===== config.mk =====
export PLATFORM = sky130hd
export DESIGN_NAME = ptsc_sqrt_stage
export DESIGN_NICKNAME = d
export VERILOG_FILES = /design/src/hw/rtl/ptsc_pkg.sv /design/src/hw/rtl/ptsc_sqrt_stage.sv
export SDC_FILE = /design/constraint.sdc
export NUM_CORES = 1
export LEC_CHECK = 0
export BUFFER_PORTS_ARGS = -buffer_cell sky130_fd_sc_hd__buf_2
export CORE_MARGIN = 2
export CORE_UTILIZATION = 47
export DETAILED_ROUTE_END_ITERATION = 10
export PLACE_DENSITY_LB_ADDON = 0.3
export SYNTH_ARGS = -nofsm -noshare
export SYNTH_HDL_FRONTEND = slang
export SYNTH_SLANG_ARGS = --single-unit

===== constraint.sdc =====
create_clock -name vclk -period 5.2
set_input_delay 1.3 -clock vclk [all_inputs]
set_output_delay 1.3 -clock vclk [all_outputs]
set_load 0.01 [all_outputs]

===== src/hw/rtl/ptsc_pkg.sv =====
`timescale 1ns / 1ps
package ptsc_pkg;
    localparam int CordicStepsDefault = 16;
    localparam int TabLen = 24;
    localparam int InW = 24;
    localparam int DiffW = 25;
    // vector datapath: difference * 2^24, plus CORDIC growth headroom
    localparam int VecW = 52;
    localparam int AngW = 34;
    localparam int SqW = 51;
    localparam int RootW = 26;
    localparam int ColW = 16;
    localparam int DistW = 25;
    localparam int SwW = 12;
    localparam int CprW = 20;
    localparam int CfgIdxW = 1;
    localparam int CfgDataW = 20;
    localparam logic [CfgIdxW-1:0] CfgScreenWidth = 1'd0;
    localparam logic [CfgIdxW-1:0] CfgColsPerRadian = 1'd1;
    localparam logic [SwW-1:0] SwReset = 12'd320;
    localparam logic [CprW-1:0] CprReset = 20'd78234;
    localparam logic signed [AngW-1:0] Pi30 = 34'sd3373259426;
    localparam logic signed [AngW-1:0] TwoPi30 = 34'sd6746518852;
    localparam logic signed [AngW-1:0] HalfPi30 = 34'sd1686629713;
    localparam logic signed [15:0] Pi13 = 16'sd25736;
    localparam logic signed [16:0] TwoPi13 = 17'sd51472;

    function automatic logic signed [AngW-1:0] atan_tab(input int i);
        logic signed [AngW-1:0] r;
        case (i)
            0: r = 34'sd843314856;
            1: r = 34'sd497837829;
            2: r = 34'sd263043836;
            3: r = 34'sd133525158;
            4: r = 34'sd67021686;
            5: r = 34'sd33543515;
            6: r = 34'sd16775850;
            7: r = 34'sd8388437;
            8: r = 34'sd4194282;
            9: r = 34'sd2097149;
            10: r = 34'sd1048575;
            11: r = 34'sd524287;
            12: r = 34'sd262143;
            13: r = 34'sd131071;
            14: r = 34'sd65535;
            15: r = 34'sd32767;
            16: r = 34'sd16383;
            17: r = 34'sd8191;
            18: r = 34'sd4095;
            19: r = 34'sd2047;
            20: r = 34'sd1023;
            21: r = 34'sd511;
            22: r = 34'sd255;
            23: r = 34'sd127;
            default: r = '0;
        endcase
        return r;
    endfunction

    typedef struct packed {
        logic signed [VecW-1:0] x;
        logic signed [VecW-1:0] y;
        logic signed [AngW-1:0] z;
        logic                   zero;
    } cordic_t;

    typedef struct packed {
        logic [SqW-1:0]   rem;
        logic [RootW-1:0] root;
    } sqrt_t;
endpackage


===== src/hw/rtl/ptsc_sqrt_stage.sv =====
`timescale 1ns / 1ps
module ptsc_sqrt_stage
    import ptsc_pkg::*;
#(
    parameter int BITPOS = 0
)
(
    input  sqrt_t sin,
    output sqrt_t sout
);
    // one result bit: trial root with this bit set, compared to the remainder
    logic [SqW:0] trial;

    always_comb
    begin
        trial = ({1'b0, {(SqW - RootW){1'b0}}, sin.root} << (BITPOS + 1))
                + ((SqW + 1)'(1) << (2 * BITPOS));
        sout = sin;
        if ({1'b0, sin.rem} >= trial)
        begin
            sout.rem = sin.rem - trial[SqW-1:0];
            sout.root = sin.root | (RootW'(1) << BITPOS);
        end
    end
endmodule


# Word level (Yosys, flattened, before mapping)
# Cells that the tools add are included.
[totals] ff_bits=0 in_bits=77 out_inout_bits=77 wordCells=4
[classes] addsub=2 magnitude_cmp=1 muxes=1
[op_table] op="2-to-1 mux 77 bit" count=1
[op_table] op=">= comparator 51 x 28 -> 1 bit" count=1
[op_table] op="subtractor 51 x 28 -> 51 bit" count=1
[op_table] op="adder 27 x 1 -> 28 bit, second input constant" count=1

# Logic depth before layout (Yosys ltp)
[logic_depth] depth_word=3 mapped_depth=13 ltp_nobuf=11

# Worst setup path before layout
# Ideal clock, no wire load.
[synth_timing] path_type="input-to-output" startpoint="input port sin[12] (netlist bit)" endpoint="output port sout[41] (netlist bit)" arrival_ns=3.532 required_time_ns=3.900 setup_slack_ns=0.368 cell_stages=11 n_path_buf=2 path_cell_list="inv_1 > ha_1 > or2_2 > a311o_1 > a21oi_1 > nor2b_1 > a21oi_1 > nor2_2 > buf_6 > buf_8 > mux2_4"
[synth_rtl] item="from (decl)" line="ptsc_sqrt_stage.sv:8" text="input sqrt_t sin,"
[synth_rtl] item="to (decl)" line="ptsc_sqrt_stage.sv:9" text="output sqrt_t sout"

==> reports/results.ini <==
[run_status]
status=complete, no violations

[sta]
period_share_pct=97.3
min_period_ns=5.06
hold_viol_final=0
fmax_mhz=198
max-slew-margin-rel_pct=60.5
fin_ws_ns=0.138
worstMarginPinSlew_ns=0.590
grt_setup_unrepaired=true
setup_viol=0
slew_violations=0

[setup_path]
required_ns=3.90
critPathKind=primary input to primary output
critical_path.startpoint=sin[12]
path_max_fanout=5
start_kind=primary input
critPathCaptureType=primary output
arrival_ns=3.76

[place]
place.gp.congestion=0.890
hpwlAfterDp_mm=6.68
pre_cts_ws_ns=-0.0575
io_buffers=154

[grt]
grt_pass1_wl_mm=12.6
grt_pass1_vias=3006
antenna_found_initial=0
grt_max_degree=23
gr-total-overflow=0
grt_util_all_layers_pct=23.2

[pwr]
pwr-share-comb_pct=100.0
p_sw_share_pct=54.1
p_switching_uw=218
p_leak_nw=1.74
p_clk_share_pct=0
intPower_uw=185
vdd_drop_max_mv=0.0684
pwr-share-seq_pct=0
total_power_uw=403
powerDensity_nw_per_um2=115

[synthesis]
synth_warnings=0
synth_xor_area_share_pct=15.2
synth_area_sq_um=2640
syn_nets=502
synth.mux.area_fraction_pct=1.94
synthCells=397
synthSimpleGateAreaFrac_pct=30.3
synth_compound_gate_area_share_pct=24.5
yosysSeqAreaShare_pct=0
synth_top_family_by_area=simple AND/OR/NAND/NOR gates
avgSynthCellArea_sq_um=6.66
synth.distinct_cells=58
synth-adder-area-share_pct=13.5

[cells_and_area]
layout-drive-gt1-share_pct=37.3
area_growth_pct=32.1
multi_input_area_sq_um=2330
nFlopsAndLatches=0
antennaDiodeCount=0
fillCellCount=561
clock_buffer_count=0
seq_area_sq_um=0
nets=643

[routing]
drt-met1-wl_mm=3.49
ant_nets=0
top_layer_used=met4
route.detailed.drc=0
routedWlPerCell_um=12.9
first_pass_iters=4
wirelength_mm=7.83
drt_iter0_drc=146
wl_met3_um=473
vias=3301
routed_via_density=5.43
wl_met2_mm=3.84

[floorplanning]
start_util_pct=48.3
die_height_um=79
io_pins=154
core_sq_um=5470
die_area_sq_um=6240
row_count=27
die_x_um=79

[min_path]
hp-class=primary input to primary output
worstHoldStart=sin[24]

[flow_run]
drv_cap=0

[clocking]
cts-hold-fix-buffers=0

area by class of cell:
class | count | area share, %
tap | 72 | 2.58
multi-input combinational | 329 | 66.8
timing repair buffer | 177 | 27.4
inverter | 30 | 3.22
Yosys cell counts (all sizes together), types with 2 or more instances:
master   instances  area (sq um)
or3              8          55.1
buf             32           246
o2111ai          2          23.8
and3             3          18.8
clkbuf           6          23.8
a21o            16           120
nor2            16          62.6
o21a             4          30.0
nand4b           6          52.6
a22o             2          17.5
a31oi            4          25.0
or2              3          18.8
a211o            3          26.3
or4              3          26.3
inv             30           113
nand2b           4          25.0
a21oi           25           125
nor4             7          50.1
o21ai           34           170
nand3b           4          30.0
o21bai           2          18.8
nand3            9          45.0
mux2             3          41.3
nand2           49           184
xnor2           30           263
a211oi           3          27.5
xor2            16           140
nor4b            2          17.5
nor3            18          90.1
nand4            9          56.3
ha              27           338
nor2b            3          18.8
o211ai           2          15.0
critical path, cell delays in order:
cell     delay, ns
buf_2         0.08
inv_1         0.04
ha_1          0.29
or2_2         0.32
a311o_1       0.36
a21oi_1       0.22
nor2b_4       0.22
a21oi_4       0.10
nor2_4        0.20
buf_4         0.16
mux2_2        0.33
buf_2         0.14
power by group through the flow:
stage / sequential [mW] / clock (mW) / combinational (mW)
after floorplan: 0 / 0 / 0.249
after global placement: 0 / 0 / 0.385
after detailed placement: 0 / 0 / 0.390
after CTS: 0 / 0 / 0.393
after global routing: 0 / 0 / 0.441
final: 0 / 0 / 0.403
cells in the final DEF, fill, tap and decap left out, types with 2 or more instances in the layout:
master    instances
nand4b_1          6
nor2_1           15
nand2b_1          4
nor4_1            4
and3_1            3
a21o_1           16
nor4_2            3
a21oi_1          23
a211oi_1          2
inv_1            30
nand3b_1          4
nand3_1           9
mux2_4            2
xnor2_1          30
o21ai_0          30
nor3_1           18
or3_1             7
nor2b_1           2
buf_2           154
or2_2             3
ha_1             27
a211o_1           3
xor2_1           16
buf_4            22
or4_1             2
o21ai_1           4
o211ai_1          2
a22o_1            2
nand2_1          48
nand4_1           9
o21a_1            4
a31oi_1           4
per-layer routing:
metal  vias to the layer above  track usage, %
li1                       1677               -
met1                      1497            30.6
met2                       125            43.0
met3                         2           0.568
met4                         0            2.93
met5                         -               0
cell families after synthesis:
| group | count (synthesis) |
|---|---|
| buf+inv | 68 |
| compound gates | 102 |
| mux | 4 |
| fa+ha+maj | 28 |
| xor+xnor | 46 |
| simple gates | 149 |
stage by stage:
step	area (sq um)	utilization (%)	hold slack (ns)	instances	TNS, ns
6_report	3490	63.8	2.80	608	0
3_5_place_dp	3420	62.4	2.80	607	-0.0781
5_1_grt	3490	63.8	2.81	608	-0.0619
4_1_cts	3420	62.5	2.80	607	0
2_1_floorplan	2640	-	2.68	397	0
3_3_place_gp	3420	62.4	2.80	607	0
worst paths after layout:
path              cells past startpoint  endpoint  slack, ns
setup / recovery                     12  sout[27]       0.14
hold / removal                        2  sout[24]       2.80
timing repair:
item	in CTS	in global routing
setup endpoints to repair	2	27
hold endpoints to repair	0	0
setup buffers	0	1
pin swaps	0	4
gates resized for setup	1	14
(Power assumes the default switching activity.)
